<file path="config.mk">
export PLATFORM = sky130hd
export DESIGN_NAME = mips_instruction_field_decoder_core
export DESIGN_NICKNAME = d
export VERILOG_FILES = /design/src/hw/rtl/mifd_pkg.sv /design/src/hw/rtl/mifd_decode.sv /design/src/hw/rtl/mips_instruction_field_decoder_core.sv
export SDC_FILE = /design/constraint.sdc
export NUM_CORES = 1
export LEC_CHECK = 0
export BUFFER_PORTS_ARGS = -buffer_cell sky130_fd_sc_hd__buf_2
export CORE_MARGIN = 3
export CORE_UTILIZATION = 56
export CTS_CLUSTER_SIZE = 24
export DETAILED_ROUTE_END_ITERATION = 10
export PLACE_DENSITY = 0.84
export SLEW_MARGIN = 10
export SYNTH_ARGS = -nofsm -noshare
export SYNTH_HDL_FRONTEND = slang
export SYNTH_SLANG_ARGS = --single-unit
</file>
<file path="constraint.sdc">
create_clock -name clk -period 8.4 [get_ports clk]
set_input_delay 0.84 -clock clk [delete_from_list [all_inputs] [get_ports clk]]
set_output_delay 0.84 -clock clk [all_outputs]
set_load 0.02 [all_outputs]
</file>
<file path="src/hw/rtl/mifd_pkg.sv">
package mifd_pkg;

  // access kinds
  localparam logic [1:0] ACC_NONE   = 2'd0;
  localparam logic [1:0] ACC_READ   = 2'd1;
  localparam logic [1:0] ACC_WRITE  = 2'd2;
  localparam logic [1:0] ACC_BRANCH = 2'd3;

  // pseudo destinations
  localparam logic [5:0] IDX_PC = 6'd32;
  localparam logic [5:0] IDX_HL = 6'd33;

  // primary opcodes decoded singly
  localparam logic [5:0] OP_SPECIAL = 6'h00;
  localparam logic [5:0] OP_REGIMM  = 6'h01;
  localparam logic [5:0] OP_LUI     = 6'h0F;

  // function codes decoded singly
  localparam logic [5:0] FN_JR    = 6'h08;
  localparam logic [5:0] FN_JALR  = 6'h09;
  localparam logic [5:0] FN_MFHI  = 6'h10;
  localparam logic [5:0] FN_MTHI  = 6'h11;
  localparam logic [5:0] FN_MFLO  = 6'h12;
  localparam logic [5:0] FN_MTLO  = 6'h13;

  // coprocessor rs code for branch-on-condition
  localparam logic [4:0] CP_BC = 5'd8;

  typedef struct packed {
    logic [5:0]  primary_op;
    logic [5:0]  secondary_op;
    logic [5:0]  left_reg;
    logic [4:0]  right_reg;
    logic [5:0]  dest_reg;
    logic [4:0]  link_reg;
    logic [31:0] immediate;
    logic [1:0]  access_kind;
    logic [4:0]  coproc_function;
    logic [2:0]  writeback_unit;
  } dec_t;

endpackage

</file>
<file path="src/hw/rtl/mifd_decode.sv">
module mifd_decode (
  input  logic [31:0]   word,
  output mifd_pkg::dec_t dec
);
  import mifd_pkg::*;

  logic [5:0]  p;
  logic [5:0]  f;
  logic [4:0]  rs;
  logic [4:0]  rt;
  logic [4:0]  rd;
  logic [31:0] sext;
  logic [31:0] zext;

  assign p    = word[31:26];
  assign f    = word[5:0];
  assign rs   = word[25:21];
  assign rt   = word[20:16];
  assign rd   = word[15:11];
  assign sext = {{16{word[15]}}, word[15:0]};
  assign zext = {16'd0, word[15:0]};

  always_comb begin
    dec                 = '0;
    dec.primary_op      = p;
    dec.secondary_op    = f;
    case (p) inside
      OP_SPECIAL: begin
        case (f) inside
          [6'h00:6'h03]: begin
            dec.immediate = {27'd0, word[10:6]};
            dec.left_reg  = {1'b0, rt};
            dec.dest_reg  = {1'b0, rd};
          end
          [6'h04:6'h07], [6'h20:6'h3F]: begin
            dec.left_reg  = {1'b0, rs};
            dec.right_reg = rt;
            dec.dest_reg  = {1'b0, rd};
          end
          FN_JR: begin
            dec.left_reg    = {1'b0, rs};
            dec.dest_reg    = IDX_PC;
            dec.access_kind = ACC_BRANCH;
          end
          FN_JALR: begin
            dec.left_reg    = {1'b0, rs};
            dec.dest_reg    = IDX_PC;
            dec.link_reg    = rd;
            dec.access_kind = ACC_BRANCH;
          end
          [6'h0C:6'h0D]: begin
            dec.immediate = {12'd0, word[25:6]};
          end
          FN_MFHI, FN_MFLO: begin
            dec.dest_reg = {1'b0, rd};
          end
          FN_MTHI, FN_MTLO: begin
            dec.left_reg = {1'b0, rs};
            dec.dest_reg = IDX_HL;
          end
          [6'h18:6'h1B]: begin
            dec.left_reg  = {1'b0, rs};
            dec.right_reg = rt;
            dec.dest_reg  = IDX_HL;
          end
          default: begin
          end
        endcase
      end
      OP_REGIMM, [6'h04:6'h05]: begin
        dec.left_reg    = {1'b0, rs};
        dec.right_reg   = rt;
        dec.immediate   = sext;
        dec.access_kind = ACC_BRANCH;
      end
      [6'h02:6'h03]: begin
        dec.immediate   = {6'd0, word[25:0]};
        dec.dest_reg    = IDX_PC;
        dec.access_kind = ACC_BRANCH;
      end
      [6'h06:6'h07]: begin
        dec.left_reg    = {1'b0, rs};
        dec.immediate   = sext;
        dec.access_kind = ACC_BRANCH;
      end
      OP_LUI: begin
        dec.immediate = zext;
        dec.dest_reg  = {1'b0, rt};
      end
      [6'h08:6'h0E]: begin
        dec.left_reg  = {1'b0, rs};
        dec.immediate = sext;
        dec.dest_reg  = {1'b0, rt};
      end
      [6'h10:6'h1F]: begin
        dec.coproc_function = rs;
        // rs bit 1 marks the control register space, offset by 32
        case (rs) inside
          [5'd0:5'd3]: begin
            dec.dest_reg = {1'b0, rt};
            dec.left_reg = {rs[1], rd};
          end
          [5'd4:5'd7]: begin
            dec.writeback_unit = p[2:0];
            dec.dest_reg       = {rs[1], rd};
            dec.left_reg       = {1'b0, rt};
          end
          CP_BC: begin
            dec.right_reg = rt;
            dec.immediate = sext;
          end
          [5'd16:5'd31]: begin
            dec.immediate = {7'd0, word[24:0]};
          end
          default: begin
          end
        endcase
      end
      [6'h20:6'h27]: begin
        dec.left_reg    = {1'b0, rs};
        dec.immediate   = zext;
        dec.dest_reg    = {1'b0, rt};
        dec.access_kind = ACC_READ;
      end
      [6'h30:6'h37]: begin
        dec.writeback_unit = p[2:0];
        dec.left_reg       = {1'b0, rs};
        dec.immediate      = zext;
        dec.dest_reg       = {1'b0, rt};
        dec.access_kind    = ACC_READ;
      end
      default: begin
        // stores, coprocessor stores and every other opcode not matched above
        dec.left_reg    = {1'b0, rs};
        dec.right_reg   = rt;
        dec.immediate   = zext;
        dec.access_kind = ACC_WRITE;
      end
    endcase
  end

endmodule

</file>
<file path="src/hw/rtl/mips_instruction_field_decoder_core.sv">
// Path: an accepted item is held in the input register, decoded, and captured in
//   the result register, whose valid drives out_valid.
// Throughput: one item per cycle; the decode is a single registered pass and
//   both stages advance together whenever the result is taken or empty.
// Reset: synchronous, active low; clears both stage valids, payload unreset.
module mips_instruction_field_decoder_core (
  input  logic        clk,
  input  logic        rst_n,
  input  logic        in_valid,
  output logic        in_ready,
  input  logic [31:0] in_instruction_word,
  input  logic [31:0] in_instruction_address,
  output logic        out_valid,
  input  logic        out_ready,
  output logic [5:0]  out_primary_op,
  output logic [5:0]  out_secondary_op,
  output logic [5:0]  out_left_reg,
  output logic [4:0]  out_right_reg,
  output logic [5:0]  out_dest_reg,
  output logic [4:0]  out_link_reg,
  output logic [31:0] out_immediate,
  output logic [1:0]  out_access_kind,
  output logic [4:0]  out_coproc_function,
  output logic [2:0]  out_writeback_unit,
  output logic [31:0] out_decoded_address
);
  import mifd_pkg::*;

  logic        s1_valid_r;
  logic        s1_valid_nxt;
  logic [31:0] s1_word_r;
  logic [31:0] s1_addr_r;
  logic        out_valid_r;
  logic        out_valid_nxt;
  dec_t        out_dec_r;
  logic [31:0] out_addr_r;
  dec_t        dec;
  logic        out_adv;
  logic        in_take;

  mifd_decode u_decode (
    .word (s1_word_r),
    .dec  (dec)
  );

  // result stage loads when empty or being drained
  assign out_adv  = !out_valid_r || out_ready;
  assign in_ready = !s1_valid_r || out_adv;
  assign in_take  = in_valid && in_ready;

  always_comb begin
    s1_valid_nxt  = s1_valid_r;
    out_valid_nxt = out_valid_r;
    if (out_adv) begin
      out_valid_nxt = s1_valid_r;
    end
    if (in_ready) begin
      s1_valid_nxt = in_valid;
    end
  end

  always_ff @(posedge clk) begin
    if (!rst_n) begin
      s1_valid_r  <= 1'b0;
      out_valid_r <= 1'b0;
    end else begin
      s1_valid_r  <= s1_valid_nxt;
      out_valid_r <= out_valid_nxt;
    end
  end

  always_ff @(posedge clk) begin
    if (in_take) begin
      s1_word_r <= in_instruction_word;
      s1_addr_r <= in_instruction_address;
    end
    if (out_adv && s1_valid_r) begin
      out_dec_r  <= dec;
      out_addr_r <= s1_addr_r;
    end
  end

  assign out_valid           = out_valid_r;
  assign out_primary_op      = out_dec_r.primary_op;
  assign out_secondary_op    = out_dec_r.secondary_op;
  assign out_left_reg        = out_dec_r.left_reg;
  assign out_right_reg       = out_dec_r.right_reg;
  assign out_dest_reg        = out_dec_r.dest_reg;
  assign out_link_reg        = out_dec_r.link_reg;
  assign out_immediate       = out_dec_r.immediate;
  assign out_access_kind     = out_dec_r.access_kind;
  assign out_coproc_function = out_dec_r.coproc_function;
  assign out_writeback_unit  = out_dec_r.writeback_unit;
  assign out_decoded_address = out_addr_r;

  a_take_fills: assert property (@(posedge clk) disable iff (!rst_n)
    in_take |=> s1_valid_r)
    else $error("accepted item not held in input stage");

  a_stall_holds: assert property (@(posedge clk) disable iff (!rst_n)
    s1_valid_r && out_valid_r && !out_ready |=> s1_valid_r && $stable(s1_word_r))
    else $error("input stage lost its item during a stall");

  a_ready_full: assert property (@(posedge clk) disable iff (!rst_n)
    !in_ready |-> s1_valid_r && out_valid_r && !out_ready)
    else $error("input refused while there was room");

  a_link_branch: assert property (@(posedge clk) disable iff (!rst_n)
    out_valid_r && out_link_reg != 5'd0 |-> out_access_kind == ACC_BRANCH)
    else $error("link register set on a non-branch");

  a_wb_unit: assert property (@(posedge clk) disable iff (!rst_n)
    out_valid_r && out_writeback_unit != 3'd0 |->
      out_primary_op[5:4] == 2'b01 || out_primary_op[5:3] == 3'b110)
    else $error("writeback unit set outside coprocessor classes");

endmodule

</file>
==> results of run 1 <==
-- placed cells by master, fill, tap and decap left out, drive strengths merged, types with 12 or more instances in the layout --
| master | instances |
|---|---|
| buf | 179 |
| edfxtp | 167 |
| o21ai | 34 |
| a22o | 23 |
| clkbuf | 19 |
| nor2 | 18 |
| and2 | 17 |
| inv | 16 |
| nand2 | 14 |
| a21oi | 12 |
-- worst reg2reg max path, stage by stage (launching register included) --
cell      delay, ps
edfxtp_1        530
nor4b_1         770
nand2_1         200
nor2_1          670
a22o_1          310
-- metal layers --
metal | wire [microns] | share of wire [%] | global-route usage [%] | vias up
met5 | 0 | 0 | 0 | -
met4 | 514 | 3.4 | 12.3 | 0
met3 | 1250 | 8.2 | 5.13 | 42
met2 | 7660 | 50 | 39.0 | 250
met1 | 5860 | 38 | 31.5 | 2052
li1 | - | - | - | 1945
-- metrics by stage --
stage                     power, uW  utilization, %
after floorplan                1110               -
after global placement         1170            67.5
after CTS                      1910            72.6
final                          1900            72.6
after global routing           1970            72.6
after detailed placement       1170            67.5
-- cell families after synthesis --
group | synth area share (%)
buffers and inverters | 2.46
and+or+nand+nor | 8.80
DFF | 77.1
muxes | 0.458
AOI/OAI and AO/OA | 11.2
-- power by group through the flow --
stage	Combinational (uW)	Clock, uW	Sequential [uW]
5_1_grt	153	794	1020
3_5_place_dp	142	0	1030
3_3_place_gp	138	0	1030
4_1_cts	143	758	1010
2_1_floorplan	63.2	0	1050
6_report	142	744	1010
-- path summary, 6_finish.rpt --
kind	end	depth (start not counted)	start
setup / recovery	out_immediate[15]	4	s1_word_r[4]
hold / removal	out_decoded_address[20]	0	s1_addr_r[20]
setup reg to reg	out_immediate[15]	4	s1_word_r[4]
hold reg to reg	out_decoded_address[20]	0	s1_addr_r[20]
-- area by class of cell --
cell class              count  share of cell area, %
inverters                   9                  0.418
clock buffers              19                   5.36
repair buffers            179                   11.1
flip-flops and latches    169                   62.5
clock inverters            13                   1.64
multi-input cells         202                   16.7
well taps                 140                   2.17
==> run summary, run 1 <==
setup ws final: 5770 ps
CTS tree: yes
worst-path cell chain: nor4b_1 > nand2_1 > nor2_1 > a22o_1
sequential share of power: 53.4%
Finished Layout Cells: 731
initial drt markers: 421
Layout Nets: 646
buffers and inverters on the worst path: 0
worst hold path type: reg2reg
largest net degree at the start of global routing: 68
footprint of the multi-input gates: 1350 sq um
core box area: 11100 sq um
Synth Cell Area: 6560 sq um
Final period util: 31.3%
Crit path largest cell delay: 770 ps
Worst-path clk slew: 70 ps
Top FF cell, synth: edfxtp_1
CTS root buf: clkbuf_16
kind of critical path: reg2reg
CTS H-tree lvls: 4
Rel. slew slack: 32.9%
Fillers: 727
antenna viol nets, final: 0
static leakage: 0.00313 uW
GRT overflow: 0
post-route minimum period: 2630 ps
Synth top area share: 76.5%
GPL Wtd Cong: 0.849
register bit total from synthesis: 169
vias in the first global route: 4299
CP max stage cell: nor4b_1
ANT cells: 0
Avg WL per Cell: 20.9 microns
dpl ws: 5310 ps
Mean Syn Cell Area: 16.3 sq um
Worst Skew: 8.29 ps
CTS Buf Count: 17
EDFF count, synth: 167
post-CTS setup buffers: 0
initial antenna violation count: 0
final setup vio count: 0
Initial Util: 58.9%
clock sink count: 169
Area contributors post-synth: edfxtp_1 (76%), a22o_1 (3.1%), o21ai_0 (2.6%), and2_1 (1.6%), nor2_1 (1.0%)
max cap viols: 0
setup repair after global routing missed its margin: no
I/O pin count: 178
Post-synth ARST share: 0%
drt via density: 5.87
Synthesis Warnings: 0
post-CTS resize count: 0
Synth Net Count: 471
clock buffer depth: 2
Int Pwr: 1450 uW
die area: 13000 sq um
crit-path max FO: 11
setup TNS: 0 ps
Vias: 4289
Worst EP required: 8670 ps
CP arrival: 2900 ps
drt total wl: 15300 microns
first-pass GRT wire length: 23600 microns
fmax: 381 MHz
slew at the pin with the worst max-slew slack: 1000 ps
layout cells sized above 1: 38.2%
Layout area overhead: 23.3%
Rows: 38
pwr dens: 235 nW/um^2
Hold Fails Final Rpt: 0
top-count cell post-synth: edfxtp_1
Commonest cells post-synth: edfxtp_1 (167), o21ai_0 (34), a22o_1 (23)
Die W: 114 microns
register area share after synthesis: 77.1%
Synth area leader: edfxtp_1
power share of the clock group: 39.1%
Comb pwr share: 7.5%
Distinct cells, synth: 54
Reg area: 5050 sq um
Final Cell Area: 8080 sq um
placed insts: 699
post-detail-place hpwl: 10400 microns
IO buf count: 177
P_sw: 452 uW
Worst-Skew Late Latency: 420 ps
switch share: 23.8%
status: finished, final reports clean
crit path launch type: flop
GRT Total Usage: 24.2%
Post-CTS Hold Fix Bufs: 0
# DRC: 0
Post-Syn Instances: 403
Detailed Routing Iterations Pass 1: 5
placed cell area: 7510 sq um
Setup crit end kind: flop
r2r setup slk: 5770 ps
worst hold slack: 419 ps
Max Slew Vio Count: 0
peak supply drop: 0.149 mV
die height: 114 microns
CP top delay family: simple AND/OR/NAND/NOR gates
Note: power is estimated with default switching activity, not from simulation.
==> inputs of run 2 (changes only) <==
--- a/config.mk
+++ b/config.mk
@@ -7,10 +7,10 @@
 export LEC_CHECK = 0
 export BUFFER_PORTS_ARGS = -buffer_cell sky130_fd_sc_hd__buf_2
 export CORE_MARGIN = 3
-export CORE_UTILIZATION = 56
+export CORE_UTILIZATION = 52
 export CTS_CLUSTER_SIZE = 24
 export DETAILED_ROUTE_END_ITERATION = 10
-export PLACE_DENSITY = 0.84
+export PLACE_DENSITY = 0.79
 export SLEW_MARGIN = 10
 export SYNTH_ARGS = -nofsm -noshare
 export SYNTH_HDL_FRONTEND = slang
==> constraint.sdc (replaced) <==
create_clock -name clk -period 2.6 [get_ports clk]
set_input_delay 0.26 -clock clk [delete_from_list [all_inputs] [get_ports clk]]
set_output_delay 0.26 -clock clk [all_outputs]
set_load 0.02 [all_outputs]
==> run summary, run 2 (synthesis gave the netlist of run 1 again) <==
die area: 14000 sq um
placed cell area: 7700 sq um
static leakage: 0.00340 uW
Fillers: 781
Rows: 40
core box area: 12200 sq um
Rel. slew slack: 15.3%
post-CTS setup buffers: 0
status: finished, final reports clean
Worst-path clk slew: 70 ps
max cap viols: 0
pwr dens: 718 nW/um^2
CTS H-tree lvls: 4
IO buf count: 177
crit-path max FO: 16
layout cells sized above 1: 37.8%
footprint of the multi-input gates: 1350 sq um
commonest cells after routing, fill and taps aside: buf_2 (177), edfxtp_1 (167), dlygate4sd3_1 (40), o21ai_0 (34), a22o_1 (23)
drt via density: 5.44
Post-CTS Hold Fix Bufs: 37
Layout area overhead: 32.2%
depth of the most critical reg-to-reg path: 3
Final period util: 92.0%
fmax: 418 MHz
Vias: 4443
Layout Nets: 704
initial drt markers: 328
initial antenna violation count: 0
GPL Wtd Cong: 0.930
crit path launch type: flop
vias in the first global route: 4606
hold path depth: 1
setup ws final: 209 ps
Detailed Routing Iterations Pass 1: 5
Worst-Skew Late Latency: 430 ps
# DRC: 0
Worst EP required: 2890 ps
CP arrival: 2680 ps
Hold Fails Final Rpt: 0
clock sink count: 169
clock buffer depth: 2
RR Startpoint: s1_word_r[23]
GRT overflow: 0
first-pass GRT wire length: 25300 microns
r2r setup slk: 210 ps
reg2reg end: out_immediate[2]
slew at the pin with the worst max-slew slack: 1270 ps
kind of critical path: reg2reg
final cell utilization of the core: 71.3%
die height: 118 microns
CTS root buf: clkbuf_16
peak supply drop: 0.523 mV
hold path startpoint: in_instruction_word[0]
Final Cell Area: 8670 sq um
Setup crit end kind: flop
Worst Skew: 6.94 ps
CTS tree: yes
drt total wl: 16000 microns
Reg area: 5050 sq um
antenna viol nets, final: 0
dpl ws: 306 ps
Die W: 118 microns
final setup vio count: 0
worst hold path type: in2reg
ANT cells: 0
Initial Util: 53.9%
post-route minimum period: 2390 ps
Max Slew Vio Count: 0
CTS Buf Count: 17
commonest non-fill, non-tap cell in the layout: buf_2
largest net degree at the start of global routing: 104
post-detail-place hpwl: 10200 microns
I/O pin count: 178
Hold Path Sink: s1_word_r[0]
setup repair after global routing missed its margin: no
post-CTS resize count: 0
Avg WL per Cell: 19.6 microns
GRT Total Usage: 23.5%
setup TNS: 0 ps
-- run 2: cell count changes in the layout (fill, tap and decap cells not counted) --
cell	delta
clkinvlp_4	-1
a21oi_1	+1
clkinv_8	+1
dlygate4sd3_1	+40
buf_12	+1
a21oi_2	-1
inv_8	-1
buf_4	+17
clkinv_2	+3
clkinv_4	+1
clkbuf_1	-2
inv_6	-1
-- run 2: report_power, final --
part           total (uW)  switching (uW)  leakage (uW)  internal (uW)
Sequential           3240            73.5       0.00161           3170
Combinational         563             340       0.00151            223
Clock                2420            1080      0.000279           1340
Total                6230            1500       0.00340           4730
-- run 2: metrics by stage --
stage	instances	hold slack (ps)	power, uW
6_report	817	13.7	6230
3_3_place_gp	745	401	3790
5_1_grt	817	0.0409	6420
3_5_place_dp	745	405	3810
2_1_floorplan	403	359	3590
4_1_cts	814	0.285	6250
-- run 2: worst max-delay path: stages (launching register included) --
cell and delay [ps]:
edfxtp_1 400, or4b_4 580, a21oi_1 980, a22o_1 290
-- run 2: area by class of cell --
class	count	share of cell area, %
flip-flops and latches	169	58.3
repair buffers	237	16.7
multi-input cells	202	15.6
clock buffers	17	4.91
well taps	168	2.43
clock inverters	15	1.67
inverters	9	0.390
-- run 2: routing by layer --
metal	track usage, %	vias up	wire length [microns]
met5	0	-	0
met4	10.1	0	424
met3	8.56	31	1620
met2	37.3	235	7680
met1	29.2	2123	6250
li1	-	2054	-
-- run 2: how the worst max path moves through the flow --
stage                  start                 end  slack [ps]
6_report       s1_word_r[23]    out_immediate[2]         210
2_1_floorplan      out_valid  out_access_kind[0]          70
5_1_grt        s1_word_r[31]    out_immediate[2]         120
3_3_place_gp   s1_word_r[23]    out_immediate[2]         390
4_1_cts        s1_word_r[23]    out_immediate[0]         270
3_5_place_dp   s1_word_r[23]    out_immediate[2]         310
==> inputs of run 3 (changes only) <==
--- a/config.mk
+++ b/config.mk
@@ -14,4 +14,5 @@
 export SLEW_MARGIN = 10
 export SYNTH_ARGS = -nofsm -noshare
 export SYNTH_HDL_FRONTEND = slang
+export SYNTH_HIERARCHICAL = 1
 export SYNTH_SLANG_ARGS = --single-unit
==> run summary, run 3 <==
Synthesis Warnings: 6
Area contributors post-synth: edfxtp_1 (78%), a22o_1 (2.7%), buf_4 (2.0%), a221o_1 (1.5%), and2_1 (1.5%)
peak supply drop: 0.499 mV
# DRC: 0
Rows: 40
Final period util: 86.5%
Vias: 3960
max cap viols: 0
I/O pin count: 178
Synth top area share: 78.2%
Post-synth ARST share: 0%
CTS H-tree lvls: 4
drt total wl: 13700 microns
Setup crit end kind: flop
placed cell area: 7560 sq um
largest net degree at the start of global routing: 66
Worst Skew: 8.43 ps
final cell utilization of the core: 67.4%
Final Cell Area: 8240 sq um
CP top delay family: compound AO/OA/AOI/OAI gates
Commonest cells post-synth: edfxtp_1 (172), a22o_1 (20), buf_4 (18)
Distinct cells, synth: 55
CTS tree: yes
CP arrival: 2530 ps
static leakage: 0.00320 uW
final setup vio count: 0
GRT overflow: 0
clock buffer depth: 2
core box area: 12200 sq um
post-CTS setup buffers: 0
Fillers: 853
Worst-Skew Late Latency: 420 ps
register bit total from synthesis: 174
IO buf count: 177
crit path launch type: flop
worst hold path type: in2reg
Mean Syn Cell Area: 17.7 sq um
setup TNS: 0 ps
register area share after synthesis: 78.8%
die area: 14100 sq um
hold path depth: 1
initial antenna violation count: 2
CTS Buf Count: 17
commonest cells after routing, fill and taps aside: buf_2 (177), edfxtp_1 (172), a22o_1 (20), clkbuf_16 (17), and2_1 (16)
first-pass GRT wire length: 20800 microns
Critical path origin: s1_word_r[30]
worst-path cell chain: nor2b_1 > a32oi_1 > o32ai_1 > a221o_1
setup repair after global routing missed its margin: no
Post-Syn Instances: 372
Reg area: 5200 sq um
fmax: 445 MHz
CTS root buf: clkbuf_16
clock sink count: 174
ANT cells: 0
Rel. slew slack: 51.5%
Avg WL per Cell: 18.9 microns
top-count cell post-synth: edfxtp_1
buffers and inverters on the worst path: 0
slew at the pin with the worst max-slew slack: 725 ps
Layout area overhead: 24.8%
CP max stage cell: edfxtp_1
Detailed Routing Iterations Pass 1: 5
EDFF count, synth: 172
GRT Total Usage: 19.6%
vias in the first global route: 3842
crit-path max FO: 16
Max Slew Vio Count: 0
GPL Wtd Cong: 0.955
commonest non-fill, non-tap cell in the layout: buf_2
hold path startpoint: in_instruction_address[16]
Worst-path clk slew: 60 ps
antenna viol nets, final: 0
Crit path largest cell delay: 680 ps
footprint of the multi-input gates: 1170 sq um
Synth area leader: edfxtp_1
Worst EP required: 2880 ps
Die W: 119 microns
status: finished, final reports clean
Synth Cell Area: 6600 sq um
die height: 119 microns
kind of critical path: reg2reg
post-route minimum period: 2250 ps
drt via density: 5.48
RR Startpoint: s1_word_r[30]
pwr dens: 800 nW/um^2
depth of the most critical reg-to-reg path: 4
layout cells sized above 1: 40.7%
initial drt markers: 339
Hold Fails Final Rpt: 0
post-detail-place hpwl: 9390 microns
Initial Util: 54.1%
Layout Nets: 612
Top FF cell, synth: edfxtp_1
Stages on worst setup path: 4
Synth Net Count: 440
[run 3: cell count changes after synthesis, moves of 4 or more]
cell / before / now
a221o_1: 2 / 10
buf_4: 8 / 18
clkbuf_1: 11 / 5
edfxtp_1: 167 / 172
nor2_1: 18 / 10
nor3_1: 4 / 8
o21ai_0: 34 / 7
[run 3: routing by layer]
layer  GRT usage (%)  vias to the layer above  share of wire, %
li1                -                     1793                 -
met1            23.8                     1891                39
met2            31.2                      247                48
met3            7.75                       25                11
met4            8.40                        4               2.0
met5               0                        -              0.15
[run 3: worst paths after layout]
path	endpoint	slack, ps
max	out_immediate[17]	350
min	s1_addr_r[16]	10
max reg2reg	out_immediate[17]	350
min reg2reg	out_decoded_address[14]	420
[run 3: cell families after synthesis]
| kind of cell | share of synthesized area [%] |
|---|---|
| buf+inv | 3.66 |
| simple gates | 7.90 |
| compound gates | 8.95 |
| mux | 0.644 |
| flops | 78.8 |
[run 3: repair_timing]
| item | CTS | global route |
|---|---|---|
| endpoints found under the setup margin | 0 | 0 |
| endpoints found under the hold margin | 0 | 3 |
| hold buffers | 0 | 3 |
| resized for setup | 0 | 0 |
[run 3: cell type report]
type,count,share of cell area [%]
Timing Repair Buffer,184,11.8
Inverter,8,0.365
Tap cell,168,2.55
Sequential cell,174,63.2
Multi-Input combinational cell,159,14.2
Clock inverter,12,2.64
Clock buffer,18,5.21
[run 3: where the power goes]
part	internal, uW	total [uW]	switching, uW
sequential	3260	3360	95.8
combinational	173	458	286
clock	1790	2770	987
total	5220	6590	1370
[run 3: per-stage QoR]
stage               worst slack, ps  cells  hold slack, ps  power (uW)
CTS                             418    720           0.963        6620
global route                    205    723            2.33        6790
global placement                554    690             400        3850
finish                          351    723            14.1        6590
floorplan                      3.65    372             359        3690
detailed placement              450    690             405        3870
